### config.mk
export PLATFORM = sky130hd
export DESIGN_NAME = obc_queue
export DESIGN_NICKNAME = d
export VERILOG_FILES = /design/src/rtl/obc_pkg.sv /design/src/rtl/obc_queue.sv
export SDC_FILE = /design/constraint.sdc
export NUM_CORES = 1
export LEC_CHECK = 0
export BUFFER_PORTS_ARGS = -buffer_cell sky130_fd_sc_hd__buf_2
export CORE_UTILIZATION = 50
export CTS_CLUSTER_SIZE = 10
export DETAILED_ROUTE_END_ITERATION = 6
export HOLD_SLACK_MARGIN = 0.08
export PLACE_DENSITY = 0.83
export SLEW_MARGIN = 20
export SYNTH_ARGS = -nofsm -noshare
export SYNTH_HDL_FRONTEND = slang
export SYNTH_SLANG_ARGS = --single-unit
### constraint.sdc
create_clock -name clk -period 1.9 [get_ports clk]
set_input_delay 0.285 -clock clk [delete_from_list [all_inputs] [get_ports clk]]
set_output_delay 0.285 -clock clk [all_outputs]
set_load 0.02 [all_outputs]
### src/rtl/obc_pkg.sv
// Shared constants, types and the CORDIC arctangent table for the box collision block.
package obc_pkg;

	localparam int COORD_BITS_DEF = 24;
	localparam int ANGLE_BITS_DEF = 16;

	localparam int CORDIC_STEPS = 16;
	localparam int TRIG_W       = 18;
	localparam int XY_W         = 33;
	localparam int Z_W          = 34;
	localparam int QUEUE_DEPTH  = 4;

	localparam logic signed [XY_W-1:0] CORDIC_GAIN = 33'sd652032874;

	typedef enum logic [1:0] {
		QUAD_0 = 2'd0,
		QUAD_1 = 2'd1,
		QUAD_2 = 2'd2,
		QUAD_3 = 2'd3
	} quad_t;

	typedef struct packed {
		logic full;
		logic empty;
	} q_stat_t;

	// arctangent of 2^-i on a 2^32-per-turn scale
	function automatic logic signed [Z_W-1:0] atan_turn(input int i);
		logic signed [Z_W-1:0] v;
		case (i)
			0:       v = 34'sd536870912;
			1:       v = 34'sd316933406;
			2:       v = 34'sd167458907;
			3:       v = 34'sd85004756;
			4:       v = 34'sd42667331;
			5:       v = 34'sd21354465;
			6:       v = 34'sd10680862;
			7:       v = 34'sd5340757;
			8:       v = 34'sd2670675;
			9:       v = 34'sd1335087;
			10:      v = 34'sd667544;
			11:      v = 34'sd333772;
			12:      v = 34'sd166886;
			13:      v = 34'sd83443;
			14:      v = 34'sd41722;
			default: v = 34'sd20861;
		endcase
		return v;
	endfunction

endpackage

### src/rtl/obc_queue.sv
// Short queue between front and back end, with registered read data.
module obc_queue #(
	parameter int WIDTH = 8
) (
	input  logic             clk,
	input  logic             arst_n,
	input  logic             push,
	input  logic [WIDTH-1:0] push_data,
	output logic             rd_valid,
	output logic [WIDTH-1:0] rd_data,
	output obc_pkg::q_stat_t stat
);

	localparam int QD = obc_pkg::QUEUE_DEPTH;
	localparam int AW = $clog2(QD);
	localparam int NW = $clog2(QD + 1);

	logic [WIDTH-1:0] mem_q [QD];
	logic [AW-1:0]    wr_ptr_q, rd_ptr_q;
	logic [NW-1:0]    cnt_q;
	logic             pop;

	// back end never stalls: drain whenever something is held
	assign pop        = !stat.empty;
	assign stat.full  = (cnt_q == NW'(QD));
	assign stat.empty = (cnt_q == '0);

	always_ff @(posedge clk) begin
		if (push) begin
			mem_q[wr_ptr_q] <= push_data;
		end
		if (pop) begin
			rd_data <= mem_q[rd_ptr_q];
		end
	end

	always_ff @(posedge clk or negedge arst_n) begin
		if (!arst_n) begin
			wr_ptr_q <= '0;
			rd_ptr_q <= '0;
			cnt_q    <= '0;
			rd_valid <= 1'b0;
		end else begin
			rd_valid <= pop;
			if (push) begin
				wr_ptr_q <= AW'((32'(wr_ptr_q) + 1) % QD);
			end
			if (pop) begin
				rd_ptr_q <= AW'((32'(rd_ptr_q) + 1) % QD);
			end
			cnt_q <= cnt_q + NW'(push) - NW'(pop);
		end
	end

	a_cnt_bound: assert property (@(posedge clk) disable iff (!arst_n)
		cnt_q <= NW'(QD)) else $error("queue count beyond depth");
	a_no_overrun: assert property (@(posedge clk) disable iff (!arst_n)
		!(push && stat.full && !pop)) else $error("transfer into full queue");
	a_rd_from_data: assert property (@(posedge clk) disable iff (!arst_n)
		rd_valid |-> $past(cnt_q != '0)) else $error("read from empty queue");

endmodule

* Word level (Yosys, flattened, before mapping)
Memory sizes are Yosys's and may differ from the RTL's. A register that Yosys moved wholly into a read port is not among the register bits.
Cells that the tools add are included.
** Word-level totals
- Flip-flop bits (word level) :: 8
- Memory bits (writable) :: 32
- Output and inout port bits :: 11
- Logic and storage cells :: 15
- Memories :: 1
** Memories
- mem_q :: depth 4, bits a word 8, rd ports 1, clocked after memory_dff 1, wr ports 1, RTL line obc_queue.sv:18 : logic [WIDTH-1:0] mem_q [QD];
** Cells by class
- Add/sub/neg operators :: 4
- Eq/ne operators :: 1
- Multiplexer cells :: 2
- Reductions and logical operators :: 3
** Operators with widths (number)
- $add A2 B1 Y2 const B :: 2
- $add A3 B1 Y3 :: 1
- $eq A3 B3 Y1 const B :: 1
- $logic_not A3 Y1 :: 1
- $sub A3 B1 Y3 :: 1
- $logic_not A1 Y1 :: 2
- $mux W1 :: 2

* Depth between registers and ports, before layout
Gate-level depths: netlist of run 1.
- Depth after elaboration :: 3
- Mapped depth :: 7
- Depth with buffers taken out :: 7

* Worst setup path before layout of run 1
OpenSTA, ideal clock, no wires.
- Path type :: reg2reg
- From :: register cnt_q[2]
- To :: register cnt_q[2]
- Library setup time :: 0.123 ns
- Arrival :: 1.979 ns
- Data required time :: 1.777 ns
- Slack :: -0.202 ns
- Cell stages (with the launch flop) :: 8
- Path through :: dfrtp_1 -> or3_4 -> ha_1 -> inv_1 -> ha_1 -> fa_1 -> xor2_1 -> xnor2_1
** Between the ends
- Longest elaborated chain between the ends :: 3
** RTL lines
- from (decl) :: RTL line obc_queue.sv:20 : logic [NW-1:0] cnt_q;
- from (signal assigned) :: RTL line obc_queue.sv:51 : cnt_q <= cnt_q + NW'(push) - NW'(pop);
- $logic_not A3 Y1 :: RTL line obc_queue.sv:26 : assign stat.empty = (cnt_q == '0);
- $logic_not A1 Y1 :: RTL line obc_queue.sv:24 : assign pop = !stat.empty;
- via pop :: RTL line obc_queue.sv:21 : logic pop;
- $sub A3 B1 Y3 :: RTL line obc_queue.sv:51
The timed path passes the listed nets, and every way through them passes these cells.
A chain may end at the register's enable or synchronous reset.

* Final worst setup path of run 1
- From :: register cnt_q[0]
- To :: register cnt_q[2]
Same word-level chain as after synthesis.

==> results.py, run 1 <==
metrics = {
    "critical_path": {
        "path_class": "register to register",
        "crit_path_start_kind": "register",
        "max_stage_delay_ns": 0.41,
        "critPathArrivalTime_ns": 2.21,
        "crit_slowest_cell": "or3_4",
        "cpMostUsedCell": "ha_4",
        "crit_path_end_kind": "register",
        "cp.required_ns": 2.15,
        "worstReg2RegStart": "cnt_q[0]",
        "path_max_fanout": 2,
        "regToRegEndpoint": "cnt_q[2]",
        "cpLargestDelayFamily": "adder cells",
        "cp_cell_sequence": "or3_4 -> ha_4 -> inv_2 -> ha_4 -> fa_2 -> xor2_1 -> xnor2_1",
        "reg2reg_slack_ns": -0.06,
        "ff2ff_path_depth": 7,
        "crit_buf_inv": 1,
    },
    "pwr": {
        "ir_worst_vdd_mv": 0.608,
        "cellPowerDensity_mw_per_mm2": 1550,
        "p_leak_nw": 0.797,
        "power_w": 0.00328,
    },
    "grt": {
        "groute.usage.overall_pct": 16.2,
        "grt_pass1_vias": 883,
        "antenna_found_initial": 0,
        "grt_start_max_net_pins": 17,
        "grt_remaining_overflow": 0,
        "grt_pass1_wl_um": 4340,
    },
    "synth": {
        "synth_top_area_share_pct": 65.9,
        "ys.warnings.count": 0,
        "ys_types": 17,
        "synth_nets": 104,
        "netlist_instances": 86,
        "yosysTopAreaCell": "edfxtp_1",
        "ys_seq_area_share_pct": 76.9,
        "ys_ff_latch": 48,
        "syn_area_mm2": 0.00182,
        "synth_area_per_cell_um2": 21.2,
        "yosys-top-cells-area": "edfxtp_1, dfrtp_1, mux4_2, ha_1, xnor2_1",
    },
    "hold_path": {
        "min_to": "mem_q[3][5]",
        "hold_class": "primary input to register",
        "worstHoldStart": "push_data[5]",
        "worstHoldPathCells": 1,
    },
    "routing": {
        "antenna_left": 0,
        "drtIter0Drc": 25,
        "drt_wl_total_um": 2640,
        "drc": 0,
        "vias_per_cell": 4.96,
        "firstDrtPassIters": 4,
        "vias": 829,
        "wl_per_cell_um": 15.8,
    },
    "floorplan": {
        "die_area_mm2": 0.00389,
        "core_mm2": 0.00342,
        "die_y_um": 62.4,
        "placementRows": 21,
        "start_util_pct": 53.4,
        "ios": 22,
        "die_w_um": 62.4,
    },
    "cells_and_area": {
        "finalNetCount": 138,
        "layout_common_cells": "edfxtp_1, buf_2, buf_4, mux4_2, dfrtp_1",
        "drive_gt1_share_pct": 42.1,
        "area_growth_pct": 16.6,
        "multi_input_area_um2": 407,
        "final_common_cell": "edfxtp_1",
        "seqCellArea_mm2": 0.00140,
        "antenna_cells": 0,
        "nFillCells": 242,
    },
    "sta": {
        "max-slew-margin-rel_pct": 70.7,
        "fin_crit_ns": 1.96,
        "worstMarginPinSlew_ns": 0.440,
        "slew_violations": 0,
        "finalSetupViolCount": 1,
        "clock_skew_ns": 0.0199,
        "fin_crit_sh_pct": 103,
        "fmax_mhz": 511,
        "rsz0062_at_grt": "yes",
        "fin_ws_ns": -0.0570,
        "hold_viol_final": 0,
    },
    "outcome": {
        "status": "complete, but fails checks",
        "violations": "setup timing",
    },
    "clock_tree": {
        "cts-root-buf": "clkbuf_4",
        "cts.sinks": 48,
        "cts_tree": "done",
        "clk_pin_slew_ns": 0.14,
        "cts_buffer_depth": 2,
        "cts_buffers": 5,
        "cts.htree.levels": 2,
        "clkLatencyLatePin_ns": 0.37,
    },
    "job": {
        "maxCapViolCount": 0,
    },
    "place": {
        "numPortBuffers": 21,
        "post-place-ws_ns": -0.0911,
        "place_congestion": 0.684,
        "dp_hpwl_um": 1800,
    },
}
sequential cells by signal, summed over array words and instances, names as in the netlist:
name	cells
mem_q	32
rd_data	8
cnt_q	3
rd_ptr_q	2
wr_ptr_q	2
rd_valid	1
timing repair:
action | in CTS | in global routing
gates cloned | 0 | 0
resized for setup | 3 | 2
endpoints found under the hold margin | 8 | 0
setup endpoints to repair | 1 | 2
hold buffers | 1 | 0
buffers inserted | 1 | 1
worst reg2reg max path: stages (launching register included):
cell	delay (ns)
dfrtp_1	0.40
or3_4	0.41
ha_4	0.27
inv_2	0.04
ha_4	0.14
fa_2	0.33
xor2_1	0.15
xnor2_1	0.12
power breakdown:
group | total, W | switching (W) | internal [W] | leakage (nW)
clock | 0.000466 | 0.000321 | 0.000146 | 0.0274
sequential | 0.00165 | 0.000135 | 0.00151 | 0.469
combinational | 0.00117 | 0.000611 | 0.000559 | 0.301
logic make-up (layout without fill, tap and decap cells):
kind of cell | count (synthesis) | count (layout) | synth area share (%)
multiplexers | 8 | 8 | 9.88
buffers and inverters | 9 | 44 | 2.33
adder cells (fa/ha/maj) | 7 | 7 | 5.22
AND/OR/NAND/NOR | 7 | 7 | 2.61
XOR/XNOR | 5 | 5 | 2.40
AO/OA/AOI/OAI | 2 | 2 | 0.686
flip-flops | 48 | 48 | 76.9
layer usage:
layer,up-vias,global-route usage [%],routed length [µm]
li1,391,-,-
met1,408,17.0,1080
met2,21,26.6,1350
met3,9,6.39,109
met4,0,11.0,102
met5,-,0,0
how the worst max path moves through the flow:
stage               startpoint        to  slack (ns)  cells past startpoint
CTS                   cnt_q[0]  cnt_q[2]       -0.06                      7
detailed placement    cnt_q[0]  cnt_q[2]       -0.09                      7
finish                cnt_q[0]  cnt_q[2]       -0.06                      7
floorplan             cnt_q[1]  cnt_q[2]       -0.14                      7
global placement      cnt_q[0]  cnt_q[2]       -0.04                      7
global route          cnt_q[0]  cnt_q[2]       -0.12                      7
cell type report:
| type | count | area share, % |
|---|---|---|
| clock inverter | 3 | 1.12 |
| sequential | 48 | 65.9 |
| timing repair buffer | 29 | 8.12 |
| inverter | 7 | 1.24 |
| tap | 46 | 2.71 |
| multi-input combinational | 29 | 19.1 |
| clock buffer | 5 | 1.77 |
Yosys cell counts (all sizes together):
cell type and count:
nand2 1, or3 1, ha 6, and3 1, o31ai 1, edfxtp 40
and2 4, dfrtp 8, mux4 8, clkbuf 1, xnor2 3, inv 7
xor2 2, fa 1, buf 1, o21ai 1
through the flow:
step	instances	setup TNS (ns)	util (%)	instance area [µm²]	hold slack, ns
after floorplan	86	-0.137	-	1840	-0.0106
after global placement	156	-0.0356	59.2	2020	0.131
after detailed placement	156	-0.0911	59.2	2020	0.133
after CTS	166	-0.0583	61.9	2110	0.114
after global routing	167	-0.144	62.2	2130	0.0952
final	167	-0.0570	62.2	2130	0.122
No activity file was read; power rests on OpenSTA's default activity.
==> inputs of run 2 (changes only) <==
- CORE_UTILIZATION: 50 -> 56
- PLACE_DENSITY: 0.83 -> 0.87
- clock period: 1.9 -> 2.25 ns (I/O delays scaled with it)
==> results.py, run 2 (synthesis results as in run 1) <==
metrics = {
    "sta": {
        "slew_violations": 0,
        "fin_crit_ns": 2.18,
        "max-slew-margin-rel_pct": 61.6,
        "worstMarginPinSlew_ns": 0.577,
        "rsz0062_at_grt": "no",
        "fin_crit_sh_pct": 96.9,
        "holdWs_ns": 0.184,
        "finalSetupViolCount": 0,
        "hold_viol_final": 0,
        "clock_skew_ns": 0.00750,
        "fin_setup_tns_ns": 0,
        "fmax_mhz": 459,
    },
    "routing": {
        "firstDrtPassIters": 4,
        "drtIter0Drc": 21,
        "vias_per_cell": 5.20,
        "drc": 0,
        "vias": 832,
        "drt_wl_total_um": 2540,
        "wl_per_cell_um": 15.9,
        "antenna_left": 0,
    },
    "cells_and_area": {
        "largestRegisters": "mem_q: 32 flops, rd_data: 8 flops, cnt_q: 3 flops",
        "largest_reg_flops": 32,
        "area_growth_pct": 13.5,
        "layout_common_cells": "edfxtp_1, buf_2, mux4_2, dfrtp_1",
        "final_common_cell": "edfxtp_1",
        "finalNetCount": 133,
        "nFillCells": 213,
        "drive_gt1_share_pct": 35.3,
        "antenna_cells": 0,
        "multi_input_area_um2": 379,
        "seqCellArea_mm2": 0.00140,
        "regMostFlops": "mem_q",
    },
    "job": {
        "maxCapViolCount": 0,
    },
    "floorplan": {
        "placementRows": 20,
        "start_util_pct": 59.2,
        "ios": 22,
        "die_y_um": 59.1,
        "die_w_um": 59.1,
        "core_mm2": 0.00308,
        "die_area_mm2": 0.00349,
    },
    "critical_path": {
        "crit_buf_inv": 1,
        "crit_path_start_kind": "register",
        "ff2ff_path_depth": 7,
        "reg2reg_slack_ns": 0.07,
        "cp.required_ns": 2.53,
        "worstReg2RegStart": "cnt_q[1]",
        "crit_path_end_kind": "register",
        "cpLargestDelayFamily": "adder cells",
        "path_class": "register to register",
        "path_max_fanout": 4,
        "cpMostUsedCell": "ha_1",
        "critPathArrivalTime_ns": 2.46,
        "cp_cell_sequence": "or3_4 -> ha_1 -> inv_1 -> ha_1 -> fa_1 -> xor2_1 -> xnor2_1",
        "crit_slowest_cell": "dfrtp_1",
        "max_stage_delay_ns": 0.45,
        "regToRegEndpoint": "cnt_q[2]",
    },
    "pwr": {
        "p_leak_nw": 0.789,
        "seqPwrFrac_pct": 52.6,
        "p_int_w": 0.00189,
        "comb_power_share_pct": 29.6,
        "cellPowerDensity_mw_per_mm2": 1330,
        "p_clk_share_pct": 17.7,
        "switchingPower_w": 0.000851,
        "swShare_pct": 31.0,
        "ir_worst_vdd_mv": 0.802,
    },
    "clock_tree": {
        "cts_resized": 0,
        "cts.sinks": 48,
        "clk_pin_slew_ns": 0.13,
        "cts_buffers": 5,
        "cts-root-buf": "clkbuf_4",
        "cts.htree.levels": 2,
        "cts_tree": "done",
        "cts_buffer_depth": 2,
        "clkLatencyLatePin_ns": 0.36,
    },
    "place": {
        "dp_hpwl_um": 1740,
        "numPortBuffers": 21,
        "place_congestion": 0.668,
    },
    "hold_path": {
        "worstHoldPathCells": 1,
        "hold_class": "primary input to register",
        "min_to": "mem_q[3][6]",
        "worstHoldStart": "push_data[6]",
    },
    "grt": {
        "groute.usage.overall_pct": 17.6,
        "grt_pass1_wl_um": 4060,
        "grt_start_max_net_pins": 15,
        "grt_pass1_vias": 832,
        "antenna_found_initial": 0,
        "grt_remaining_overflow": 0,
    },
    "outcome": {
        "status": "complete, no violations",
    },
}
==> run 2: cell count changes in the layout (fill, tap and decap cells not counted), moves of 2 or more <==
cell	previous run	this run
clkinvlp_4	2	0
buf_2	19	21
buf_4	9	2
ha_4	2	0
ha_1	4	6
==> run 2: layout make-up <==
type / instances / share of cell area [%]
Multi-Input combinational cell: 29 / 18.3
Sequential cell: 48 / 67.8
Clock buffer: 6 / 2.00
Tap cell: 44 / 2.66
Timing Repair Buffer: 24 / 6.29
Inverter: 7 / 1.27
Clock inverter: 2 / 1.69
==> run 2: stage by stage <==
stage / total power, W / std cells / setup slack, ns / cell area (µm²) / utilization, %
floorplan: 0.00203 / 86 / 0.148 / 1820 / -
global placement: 0.00220 / 150 / 0.216 / 1970 / 64.1
detailed placement: 0.00228 / 150 / 0.0968 / 1970 / 64.1
CTS: 0.00276 / 159 / 0.0736 / 2060 / 67.0
global route: 0.00291 / 160 / 0.00167 / 2070 / 67.2
finish: 0.00274 / 160 / 0.0691 / 2070 / 67.2
==> run 2: worst max path at each step <==
| stage | startpoint | end | slack (ns) | cells past startpoint |
|---|---|---|---|---|
| 3_3_place_gp | cnt_q[2] | cnt_q[2] | 0.22 | 7 |
| 3_5_place_dp | cnt_q[2] | cnt_q[2] | 0.1 | 7 |
| 2_1_floorplan | cnt_q[2] | cnt_q[2] | 0.15 | 7 |
| 4_1_cts | cnt_q[2] | cnt_q[2] | 0.07 | 7 |
| 6_report | cnt_q[1] | cnt_q[2] | 0.07 | 7 |
| 5_1_grt | cnt_q[1] | cnt_q[2] | 0.002 | 7 |
==> run 2: timing repair <==
action | in CTS | in global routing
hold buffers | 1 | 0
endpoints found under the setup margin | 0 | 1
buffers inserted | 0 | 1
hold endpoints to repair | 8 | 0
==> run 2: metal layers <==
metal	GRT usage, %	vias to the layer above	share of wire (%)
met2	28.1	23	53
met4	7.14	0	1.9
li1	-	383	-
met1	22.4	419	40
met5	0	-	0
met3	5.90	7	4.4
==> run 2: power groups by stage <==
stage          Clock [W]  Combinational [W]  Sequential [W]
3_3_place_gp           0           0.000746         0.00146
6_report        0.000487           0.000812         0.00144
5_1_grt         0.000532           0.000899         0.00148
4_1_cts         0.000496           0.000810         0.00145
3_5_place_dp           0           0.000804         0.00147
2_1_floorplan          0           0.000545         0.00149
